[config.mk]
export PLATFORM = sky130hd
export DESIGN_NAME = limit_switch_homing_sequencer
export DESIGN_NICKNAME = d
export VERILOG_FILES = /design/src/rtl/core/lshs_pkg.sv /design/src/rtl/core/lshs_cfg.sv /design/src/rtl/core/lshs_step.sv /design/src/rtl/core/limit_switch_homing_sequencer.sv
export SDC_FILE = /design/constraint.sdc
export NUM_CORES = 1
export LEC_CHECK = 0
export BUFFER_PORTS_ARGS = -buffer_cell sky130_fd_sc_hd__buf_2
export CAP_MARGIN = 20
export CELL_PAD_IN_SITES_DETAIL_PLACEMENT = 1
export CELL_PAD_IN_SITES_GLOBAL_PLACEMENT = 1
export CORE_ASPECT_RATIO = 1.4
export CORE_UTILIZATION = 40
export DETAILED_ROUTE_END_ITERATION = 7
export PLACE_DENSITY_LB_ADDON = 0.3
export SLEW_MARGIN = 0
export SYNTH_ARGS = -nofsm -noshare
export SYNTH_HDL_FRONTEND = slang
export SYNTH_SLANG_ARGS = --single-unit
export TNS_END_PERCENT = 50
[constraint.sdc]
create_clock -name clk -period 2.7 [get_ports clk]
set_clock_uncertainty 0.15 [all_clocks]
set_input_delay 0.81 -clock clk [delete_from_list [all_inputs] [get_ports clk]]
set_output_delay 0.81 -clock clk [all_outputs]
set_load 0.02 [all_outputs]
[src/rtl/core/lshs_pkg.sv]
// shared types and constants for the limit switch homing sequencer
package lshs_pkg;

    localparam int POS_WIDTH       = 24;
    localparam int RETRACT_WIDTH   = 16;
    localparam int DRIVE_WIDTH     = 23;
    localparam int CFG_DATA_WIDTH  = 23;
    localparam int CFG_INDEX_WIDTH = 2;
    localparam int PHASE_WIDTH     = 4;

    typedef enum logic [PHASE_WIDTH-1:0] {
        PH_INIT          = 4'd0,
        PH_LEFT_FAST     = 4'd1,
        PH_LEFT_RETRACT  = 4'd2,
        PH_LEFT_SLOW     = 4'd3,
        PH_LEFT_SET      = 4'd4,
        PH_RIGHT_FAST    = 4'd5,
        PH_RIGHT_RETRACT = 4'd6,
        PH_RIGHT_SLOW    = 4'd7,
        PH_REPOS         = 4'd8,
        PH_DONE          = 4'd9
    } phase_t;

    typedef enum logic [1:0] {
        SPD_KEEP  = 2'd0,
        SPD_FAST  = 2'd1,
        SPD_SLOW  = 2'd2,
        SPD_ULTRA = 2'd3
    } speed_t;

    typedef enum logic [1:0] {
        MV_NONE     = 2'd0,
        MV_REL      = 2'd1,
        MV_REL_IDLE = 2'd2,
        MV_ABS      = 2'd3
    } move_t;

    typedef enum logic [CFG_INDEX_WIDTH-1:0] {
        CFG_SINGLE_CARRIAGE = 2'd0,
        CFG_RETRACT_STEPS   = 2'd1,
        CFG_DRIVE_STEPS     = 2'd2
    } cfg_idx_t;

    typedef struct packed {
        logic                     single_carriage;
        logic [RETRACT_WIDTH-1:0] retract_steps;
        logic [DRIVE_WIDTH-1:0]   drive_steps;
    } cfg_t;

    typedef struct packed {
        logic                 op;
        logic                 left_pressed;
        logic                 right_pressed;
        logic                 motion_done;
        logic [POS_WIDTH-1:0] current_position;
    } obs_t;

    typedef struct packed {
        phase_t               phase;
        logic                 stop_motor;
        speed_t               speed_select;
        move_t                move_kind;
        logic [POS_WIDTH-1:0] move_amount;
        logic                 zero_position;
        logic                 length_valid;
        logic [POS_WIDTH-1:0] track_length;
        logic                 done_res;
    } res_t;

endpackage

[src/rtl/core/lshs_cfg.sv]
// configuration registers of the homing sequencer
module lshs_cfg (
    input  logic                                  clk,
    input  logic                                  rst_n,
    input  logic                                  cfg_we,
    input  logic [lshs_pkg::CFG_INDEX_WIDTH-1:0]  cfg_index,
    input  logic [lshs_pkg::CFG_DATA_WIDTH-1:0]   cfg_data,
    output lshs_pkg::cfg_t                        cfg
);
    import lshs_pkg::*;

    cfg_t cfg_reg;
    cfg_t cfg_next;

    always_comb
    begin
        cfg_next = cfg_reg;
        if (cfg_we)
        begin
            unique case (cfg_index)
                CFG_SINGLE_CARRIAGE: cfg_next.single_carriage = cfg_data[0];
                CFG_RETRACT_STEPS:   cfg_next.retract_steps = cfg_data[RETRACT_WIDTH-1:0];
                CFG_DRIVE_STEPS:     cfg_next.drive_steps = cfg_data[DRIVE_WIDTH-1:0];
                default:             cfg_next = cfg_reg;
            endcase
        end
    end

    always_ff @(posedge clk or negedge rst_n)
    begin
        if (!rst_n)
        begin
            cfg_reg.single_carriage <= 1'b1;
            cfg_reg.retract_steps   <= RETRACT_WIDTH'(200);
            cfg_reg.drive_steps     <= {DRIVE_WIDTH{1'b1}};
        end
        else
        begin
            cfg_reg <= cfg_next;
        end
    end

    assign cfg = cfg_reg;

endmodule

[src/rtl/core/lshs_step.sv]
// phase transition and command decode for one item
module lshs_step (
    input  lshs_pkg::obs_t   obs,
    input  lshs_pkg::phase_t phase_cur,
    input  lshs_pkg::cfg_t   cfg,
    output lshs_pkg::phase_t phase_next,
    output lshs_pkg::res_t   res
);
    import lshs_pkg::*;

    logic [POS_WIDTH-1:0] retr_pos;
    logic [POS_WIDTH-1:0] retr_neg;
    logic [POS_WIDTH-1:0] drive_pos;
    logic [POS_WIDTH-1:0] drive_neg;
    logic [POS_WIDTH-1:0] pos_adj;
    logic [POS_WIDTH-1:0] pos_half;

    assign retr_pos  = {{(POS_WIDTH-RETRACT_WIDTH){1'b0}}, cfg.retract_steps};
    assign retr_neg  = -retr_pos;
    assign drive_pos = {{(POS_WIDTH-DRIVE_WIDTH){1'b0}}, cfg.drive_steps};
    assign drive_neg = -drive_pos;

    // halve toward zero: bias negatives by one before the arithmetic shift
    assign pos_adj  = obs.current_position
                    + {{(POS_WIDTH-1){1'b0}}, obs.current_position[POS_WIDTH-1]};
    assign pos_half = {pos_adj[POS_WIDTH-1], pos_adj[POS_WIDTH-1:1]};

    always_comb
    begin
        phase_next = phase_cur;
        if (obs.op)
        begin
            phase_next = PH_INIT;
        end
        else
        begin
            unique case (phase_cur)
                PH_INIT:          phase_next = PH_LEFT_FAST;
                PH_LEFT_FAST:     if (obs.left_pressed)  phase_next = PH_LEFT_RETRACT;
                PH_LEFT_RETRACT:  if (obs.motion_done)   phase_next = PH_LEFT_SLOW;
                PH_LEFT_SLOW:     if (obs.left_pressed)  phase_next = PH_LEFT_SET;
                PH_LEFT_SET:      if (obs.motion_done)   phase_next = PH_RIGHT_FAST;
                PH_RIGHT_FAST:    if (obs.right_pressed) phase_next = PH_RIGHT_RETRACT;
                PH_RIGHT_RETRACT: if (obs.motion_done)   phase_next = PH_RIGHT_SLOW;
                PH_RIGHT_SLOW:    if (obs.right_pressed) phase_next = PH_REPOS;
                PH_REPOS:         if (obs.motion_done)   phase_next = PH_DONE;
                default:          phase_next = PH_DONE;
            endcase
        end
    end

    always_comb
    begin
        res               = '0;
        res.phase         = phase_next;
        res.speed_select  = SPD_KEEP;
        res.move_kind     = MV_NONE;
        res.done_res      = (phase_next == PH_DONE);
        if (!obs.op)
        begin
            unique case (phase_cur)
                PH_INIT:
                begin
                    res.speed_select = SPD_FAST;
                end
                PH_LEFT_FAST:
                begin
                    if (obs.left_pressed)
                    begin
                        res.stop_motor  = 1'b1;
                        res.move_kind   = MV_REL;
                        res.move_amount = retr_pos;
                    end
                    else if (cfg.single_carriage)
                    begin
                        res.move_kind   = MV_REL_IDLE;
                        res.move_amount = drive_neg;
                    end
                end
                PH_RIGHT_FAST:
                begin
                    if (obs.right_pressed)
                    begin
                        res.stop_motor  = 1'b1;
                        res.move_kind   = MV_REL;
                        res.move_amount = retr_neg;
                    end
                    else if (cfg.single_carriage)
                    begin
                        res.move_kind   = MV_REL_IDLE;
                        res.move_amount = drive_pos;
                    end
                end
                PH_LEFT_RETRACT, PH_RIGHT_RETRACT:
                begin
                    if (obs.motion_done)
                        res.speed_select = SPD_SLOW;
                end
                PH_LEFT_SLOW:
                begin
                    if (obs.left_pressed)
                    begin
                        res.stop_motor = 1'b1;
                    end
                    else if (cfg.single_carriage)
                    begin
                        res.move_kind   = MV_REL_IDLE;
                        res.move_amount = drive_neg;
                    end
                end
                PH_LEFT_SET:
                begin
                    if (obs.motion_done)
                    begin
                        res.zero_position = 1'b1;
                        res.speed_select  = SPD_FAST;
                    end
                end
                PH_RIGHT_SLOW:
                begin
                    if (obs.right_pressed)
                    begin
                        res.stop_motor   = 1'b1;
                        res.length_valid = 1'b1;
                        res.track_length = obs.current_position;
                        res.speed_select = SPD_ULTRA;
                        res.move_kind    = MV_ABS;
                        res.move_amount  = pos_half;
                    end
                    else if (cfg.single_carriage)
                    begin
                        res.move_kind   = MV_REL_IDLE;
                        res.move_amount = drive_pos;
                    end
                end
                default:
                begin
                    res.stop_motor = 1'b0;
                end
            endcase
        end
    end

endmodule

[src/rtl/core/limit_switch_homing_sequencer.sv]
// top level of the limit switch homing sequencer
//
//  channel | direction | handshake            | payload
//  --------+-----------+----------------------+------------------------------------------
//  in      | input     | in_valid / in_stall  | op, switch events, motion_done, position
//  out     | output    | out_valid / out_stall| phase and motor command fields
//  cfg     | input     | cfg_we               | cfg_index, cfg_data
//
// one item per cycle sustained while out_stall is low; a taken item reaches the output
// through the input register, then the phase logic into the result register
// the phase register advances as an item moves from the input register to the result register
// rst_n clears the phase to init, empties both stages and loads the register defaults
// out_stall holds the result register; the input register still takes an item while it is empty
module limit_switch_homing_sequencer (
    input  logic                                  clk,
    input  logic                                  rst_n,
    input  logic                                  in_valid,
    output logic                                  in_stall,
    input  logic                                  op,
    input  logic                                  left_pressed,
    input  logic                                  right_pressed,
    input  logic                                  motion_done,
    input  logic signed [lshs_pkg::POS_WIDTH-1:0] current_position,
    output logic                                  out_valid,
    input  logic                                  out_stall,
    output logic [lshs_pkg::PHASE_WIDTH-1:0]      phase,
    output logic                                  stop_motor,
    output logic [1:0]                            speed_select,
    output logic [1:0]                            move_kind,
    output logic signed [lshs_pkg::POS_WIDTH-1:0] move_amount,
    output logic                                  zero_position,
    output logic                                  length_valid,
    output logic signed [lshs_pkg::POS_WIDTH-1:0] track_length,
    output logic                                  done_res,
    input  logic                                  cfg_we,
    input  logic [lshs_pkg::CFG_INDEX_WIDTH-1:0]  cfg_index,
    input  logic [lshs_pkg::CFG_DATA_WIDTH-1:0]   cfg_data
);
    import lshs_pkg::*;

    cfg_t   cfg;
    obs_t   obs_reg;
    logic   obs_valid_reg;
    res_t   res_reg;
    logic   res_valid_reg;
    phase_t phase_reg;
    phase_t phase_next;
    res_t   res_next;
    logic   res_adv;
    logic   obs_adv;
    logic   in_fire;
    logic   step_fire;

    lshs_cfg u_cfg (
        .clk       (clk),
        .rst_n     (rst_n),
        .cfg_we    (cfg_we),
        .cfg_index (cfg_index),
        .cfg_data  (cfg_data),
        .cfg       (cfg)
    );

    lshs_step u_step (
        .obs        (obs_reg),
        .phase_cur  (phase_reg),
        .cfg        (cfg),
        .phase_next (phase_next),
        .res        (res_next)
    );

    assign res_adv   = !res_valid_reg || !out_stall;
    assign obs_adv   = !obs_valid_reg || res_adv;
    assign in_stall  = !obs_adv;
    assign in_fire   = in_valid && obs_adv;
    assign step_fire = obs_valid_reg && res_adv;

    always_ff @(posedge clk or negedge rst_n)
    begin
        if (!rst_n)
        begin
            obs_valid_reg <= 1'b0;
            res_valid_reg <= 1'b0;
            phase_reg     <= PH_INIT;
        end
        else
        begin
            if (obs_adv)
                obs_valid_reg <= in_valid;
            if (res_adv)
                res_valid_reg <= obs_valid_reg;
            if (step_fire)
                phase_reg <= phase_next;
        end
    end

    always_ff @(posedge clk)
    begin
        if (in_fire)
        begin
            obs_reg.op               <= op;
            obs_reg.left_pressed     <= left_pressed;
            obs_reg.right_pressed    <= right_pressed;
            obs_reg.motion_done      <= motion_done;
            obs_reg.current_position <= current_position;
        end
        if (step_fire)
            res_reg <= res_next;
    end

    assign out_valid     = res_valid_reg;
    assign phase         = res_reg.phase;
    assign stop_motor    = res_reg.stop_motor;
    assign speed_select  = res_reg.speed_select;
    assign move_kind     = res_reg.move_kind;
    assign move_amount   = res_reg.move_amount;
    assign zero_position = res_reg.zero_position;
    assign length_valid  = res_reg.length_valid;
    assign track_length  = res_reg.track_length;
    assign done_res      = res_reg.done_res;

    // length capture only happens on the right slow hit
    assert property (@(posedge clk) disable iff (!rst_n)
        out_valid && length_valid |-> phase == PH_REPOS)
        else $error("length captured outside the reposition phase");

    // zeroing only on leaving the left position set phase
    assert property (@(posedge clk) disable iff (!rst_n)
        out_valid && zero_position |-> phase == PH_RIGHT_FAST)
        else $error("position zeroed outside the right fast seek");

    // a start item sends the sequencer back to init
    assert property (@(posedge clk) disable iff (!rst_n)
        step_fire && obs_reg.op |=> phase_reg == PH_INIT)
        else $error("start item did not restart the sequence");

    // the held input item is neither lost nor overwritten while the output waits
    assert property (@(posedge clk) disable iff (!rst_n)
        obs_valid_reg && !res_adv |=> obs_valid_reg && $stable(obs_reg))
        else $error("input register changed while blocked");

    // phase register never leaves the defined range
    assert property (@(posedge clk) disable iff (!rst_n)
        phase_reg <= PH_DONE)
        else $error("phase register beyond done");

endmodule
# Yosys cells after proc, flatten, opt, wreduce, memory -nomap -nowiden
# Cells that the tools add are included.
[word_totals]
reg_bits = 134
word_cells = 81
[op_classes]
addsub = 3
eq_ne = 11
n_mux = 26
n_bitwise = 3
reduce_logical = 18
[op_table]
columns = ["op", "count"]
rows = [
  ["$mux 26", 6],
  ["$pmux 26 s4", 1],
  ["$mux 4", 9],
  ["$pmux 4 s9", 1],
  ["$mux 25", 1],
  ["$add 24x1->24", 1],
  ["$neg 16->24", 1],
  ["$neg 23->24", 1],
  ["$eq 4x3->1 const B", 4],
  ["$eq 4x2->1 const B", 2],
  ["$eq 4x4->1 const B", 2],
  ["$pmux 2 s4", 1],
  ["$reduce_or 2->1", 4],
  ["$reduce_and 2->1", 3],
  ["$eq 4x1->1 const B", 1],
  ["$logic_not 1->1", 4],
  ["$logic_not 4->1", 1],
  ["$mux 1", 4],
  ["$mux 3", 1],
  ["$not 1->1", 3],
  ["$pmux 1 s3", 1],
  ["$reduce_or 3->1", 1],
  ["$eq 2x1->1 const B", 1],
  ["$eq 2x2->1 const B", 1],
  ["4 further kinds", 6],
]

# Longest topological paths before layout
[depth]
word_depth = 4
depth_mapped = 8
mapped_depth_nobuf = 7

# By module
# Synthesis repeated with hierarchy kept, for this count alone.
[unflattened]
cells_unflattened = 620
hier_area_um2 = 7190.6
[by_module_without_submodules]
columns = ["module", "n_inst", "cells_each", "area_each_um2"]
rows = [
  ["limit_switch_homing_sequencer", 1, 104, 2886.5],
  ["lshs_step", 1, 430, 2625.0],
  ["lshs_cfg", 1, 86, 1679.1],
]

# Worst setup path after synthesis
# OpenSTA, ideal clock, no wires.
[synth_path]
path_type = "input -> register"
from = "in out_stall"
to = "reg phase_reg[1]"
arrival_time_ns = 2.624
slack_ns = -0.201
cell_stages = 4
path_buffers = 0
cell_sequence = "nand2_1 > nand2_1 > inv_1 > mux2_2"
[synth_via]
elab_chain_cells = 3
[synth_lines]
columns = ["element", "line", "rtl"]
rows = [
  ["from (decl)", "limit_switch_homing_sequencer.sv:25", "input logic out_stall,"],
  ["$logic_not 1->1", "limit_switch_homing_sequencer.sv:71", "assign res_adv = !res_valid_reg || !out_stall;"],
  ["$logic_or 1x1->1", "limit_switch_homing_sequencer.sv:71", ""],
  ["$logic_and 1x1->1", "limit_switch_homing_sequencer.sv:75", "assign step_fire = obs_valid_reg && res_adv;"],
  ["net step_fire", "limit_switch_homing_sequencer.sv:52", "logic step_fire;"],
  ["to (signal assigned)", "limit_switch_homing_sequencer.sv:92", "phase_reg <= phase_next;"],
  ["to (decl)", "limit_switch_homing_sequencer.sv:46", "phase_t phase_reg;"],
]
# The timed path passes the listed nets, and every way through them passes these cells.
# A chain may end at the register's enable or synchronous reset.

# Worst setup path in the final report
[layout_path]
from = "reg obs_reg[1] in the netlist's numbering"
to = "reg res_reg, in the netlist move_amount[15], data pin"
[layout_via]
elab_chain_cells = 3
[layout_lines]
columns = ["element", "line", "rtl"]
rows = [
  ["from (decl)", "limit_switch_homing_sequencer.sv:42", "obs_t obs_reg;"],
  ["$add 24x1->24", "lshs_step.sv:25", "+ {{(POS_WIDTH-1){1'b0}}, obs.current_position[POS_WIDTH-1]};"],
  ["$mux 26", "lshs_step.sv:121", "if (obs.right_pressed)"],
  ["$pmux 26 s4", "lshs_step.sv:61", "unique case (phase_cur)"],
  ["to (signal assigned)", "limit_switch_homing_sequencer.sv:107", "res_reg <= res_next;"],
  ["to (decl)", "limit_switch_homing_sequencer.sv:44", "res_t res_reg;"],
]
# No other way between the ends.

==> flow_metrics.tcl <==
set metrics [dict create \
    status "complete, no violations" \
    fin_tns_setup_ns 0 \
    p_comb_frac 0.174 \
    synthToLayoutAreaGrowth_pct 24.7 \
    p_seq_frac 0.443 \
    io_pins 120 \
    clock_sinks 134 \
    cts_tree "done" \
    cts_made_buffers 17 \
    drt_iter0_drc 480 \
    initial_core_util 0.409 \
    cp.arrival_ns 2.71 \
    clkTransAtPathRegs_ns 0.06 \
    stdcell_count 1039 \
    critPathKind "register to register" \
    numPlacedInstances 1007 \
    routed_wl_um 23600 \
    rows 57 \
    place.gp.congestion 0.896 \
    die_x_um 114 \
    grt_usage 0.270 \
    endpoint_kind "register" \
    setup_viol_count_final 0 \
    vias 6068 \
    synth.cell_area_mm2 0.00709 \
    grt_pass1_wl_um 36800 \
    io_buffers 119 \
    avgSynthCellArea_um2 11.1 \
    grt_max_degree 47 \
    swShare 0.299 \
    via_per_inst 5.84 \
    hpwl_um 17500 \
    path_cells "ha_1 > nand2_1 > or3_1 > or4_1 > a31o_1 > a41oi_2" \
    layout_min_cycle_time_ns 2.59 \
    nNetsFinal 851 \
    fin_total_pwr_mw 6.29 \
    drc_errors 0 \
    cts_buffer_depth 2 \
    crit_path_max_fanout 9 \
    slowest_delay_ns 0.53 \
    yosysWarnings 0 \
    synthArstFlopShare 0.343 \
    grt_pass1_vias 6502 \
    die_area_mm2 0.0183 \
    hp-class "input pin to asynchronous set/reset pin" \
    antenna_found_initial 0 \
    clkPwrFrac 0.384 \
    ys_types 72 \
    drive_above_1_share 0.356 \
    core_mm2 0.0173 \
    yosysTopAreaCell "edfxtp_1" \
    hold_viol_final 0 \
    yosysTopAreaCellShare 0.373 \
    synthesis.nets 697 \
    p_leak_nw 3.36 \
    drt_first_pass_iters 7 \
    p_switching_mw 1.88 \
    synthTopCellsByArea "edfxtp_1 37%, dfstp_2 10%, dfrtp_1 6.7%, mux2_2 6.7%, a21oi_1 2.4%" \
    wl_per_cell_um 22.7 \
    rsz0062_at_grt "false" \
    antenna_cells 0 \
    ys_ff_latch 134 \
    yosysMostFrequentCell "edfxtp_1" \
    syn_inst 636 \
    grt_overflow 0 \
    cts_root_buffer "clkbuf_16" \
    drv_slew 0 \
    tightest_slew_ns 0.607 \
    synth-edff-count 88 \
    internal_power_mw 4.41 \
    synthTopCellsByCount "88 x edfxtp_1, 42 x mux2_2, 40 x nand2_1" \
    start_kind "register" \
    n_fill_cell 1914 \
    largest_reg_flops 40 \
    die_y_um 159 \
    fmax_mhz 386 \
    max-cap-violations 0 \
    ant_nets 0 \
    synthFlopType "edfxtp_1" \
    vdd_ir_drop_max_uv 432 \
    ys_seq_area_frac 0.540 \
    insertion_delay_ns 0.43 \
    critPathBufInv 0 \
    critical-path-top-delay-family "simple AND/OR/NAND/NOR gates" \
    htree_levels 4 \
    relSlewSlack 0.595 \
    power.density_mw_per_mm2 712 \
    post-route-period-util 0.959 \
    cp.required_ns 2.82 \
    cp_slowest_cell "or4_1" \
]
-- worst register-to-register path, cell delays in order (launching register included) --
cell,delay [ns]
edfxtp_1,0.49
ha_1,0.30
nand2_1,0.09
or3_1,0.49
or4_1,0.53
a31o_1,0.26
a41oi_2,0.13
-- per-stage QoR --
step / utilization / hold slack [ns] / area, µm² / setup slack [ns]
2_1_floorplan: - / 0.307 / 7090 / 0.0869
3_3_place_gp: 0.475 / 0.327 / 8220 / 0.106
3_5_place_dp: 0.475 / 0.343 / 8220 / 0.0534
4_1_cts: 0.509 / 0.325 / 8830 / 0.0438
5_1_grt: 0.510 / 0.352 / 8830 / 0.0107
6_report: 0.510 / 0.311 / 8830 / 0.110
-- path summary, 6_finish.rpt --
check                      slack, ns  cells after the start           from              end
min in group clk                0.36                      1  obs_valid_reg        out_valid
hold / removal                  0.31                      2          rst_n    obs_valid_reg
setup / recovery                0.11                      6     obs_reg[1]  move_amount[15]
setup reg to reg                0.11                      6     obs_reg[1]  move_amount[15]
max in group asynchronous       1.67                      2          rst_n    u_cfg.cfg[38]
hold reg to reg                 0.36                      1  obs_valid_reg        out_valid
-- power by group through the flow --
stage	sequential, mW	combinational (mW)	clock [mW]
3_5_place_dp	2.81	1.08	0
5_1_grt	2.81	1.18	2.52
2_1_floorplan	2.80	0.591	0
6_report	2.78	1.09	2.41
3_3_place_gp	2.79	1.04	0
4_1_cts	2.78	1.09	2.45
-- timing repair --
| item | in CTS | in global routing |
|---|---|---|
| setup endpoints to repair | 0 | 4 |
| hold buffers | 0 | 0 |
| resized for setup | 0 | 1 |
| setup buffers | 0 | 0 |
| endpoints found under the hold margin | 0 | 0 |
-- cells in the final DEF (no fill, tap or decap), types with 6 or more instances in the layout --
| cell type | count |
|---|---|
| nand3_1 | 18 |
| a31oi_1 | 11 |
| or4_1 | 14 |
| a21oi_1 | 34 |
| edfxtp_1 | 88 |
| and2_1 | 24 |
| xnor2_1 | 12 |
| inv_1 | 18 |
| mux2_2 | 42 |
| nand2_1 | 40 |
| nand4_1 | 12 |
| nand2b_1 | 6 |
| or3_1 | 14 |
| nor4_1 | 22 |
| dfrtp_1 | 19 |
| clkbuf_16 | 17 |
| o21ai_0 | 21 |
| buf_2 | 119 |
| buf_4 | 52 |
| o31ai_1 | 11 |
| nor2_1 | 33 |
| dfstp_2 | 27 |
| nor3_1 | 18 |
| xor2_1 | 13 |
-- metal layers --
layer	up-vias	wire, µm	global-route usage
li1	2760	-	-
met1	3033	9590	0.321
met2	215	12200	0.470
met3	60	1140	0.0579
met4	0	735	0.106
met5	-	0	0
-- layout make-up --
class / instances / area (µm²) / share of cell area
multi-input combinational: 447 / 3040 / 0.345
clock buffer: 17 / 425 / 0.0482
sequential: 134 / 3830 / 0.433
timing repair buffer: 171 / 986 / 0.112
tap: 236 / 295 / 0.0334
inverter: 19 / 75.1 / 0.00850
clock inverter: 15 / 179 / 0.0203
-- cells by family after synthesis --
logic type	count (synthesis)	synth area share
and+or+nand+nor	237	0.191
xor gates and xnor gates	25	0.0309
muxes	44	0.0696
buffers and inverters	55	0.0307
adders and majority gates	3	0.00530
DFF	134	0.540
AOI/OAI and AO/OA	138	0.133
Power figures use the tool's default switching activity.
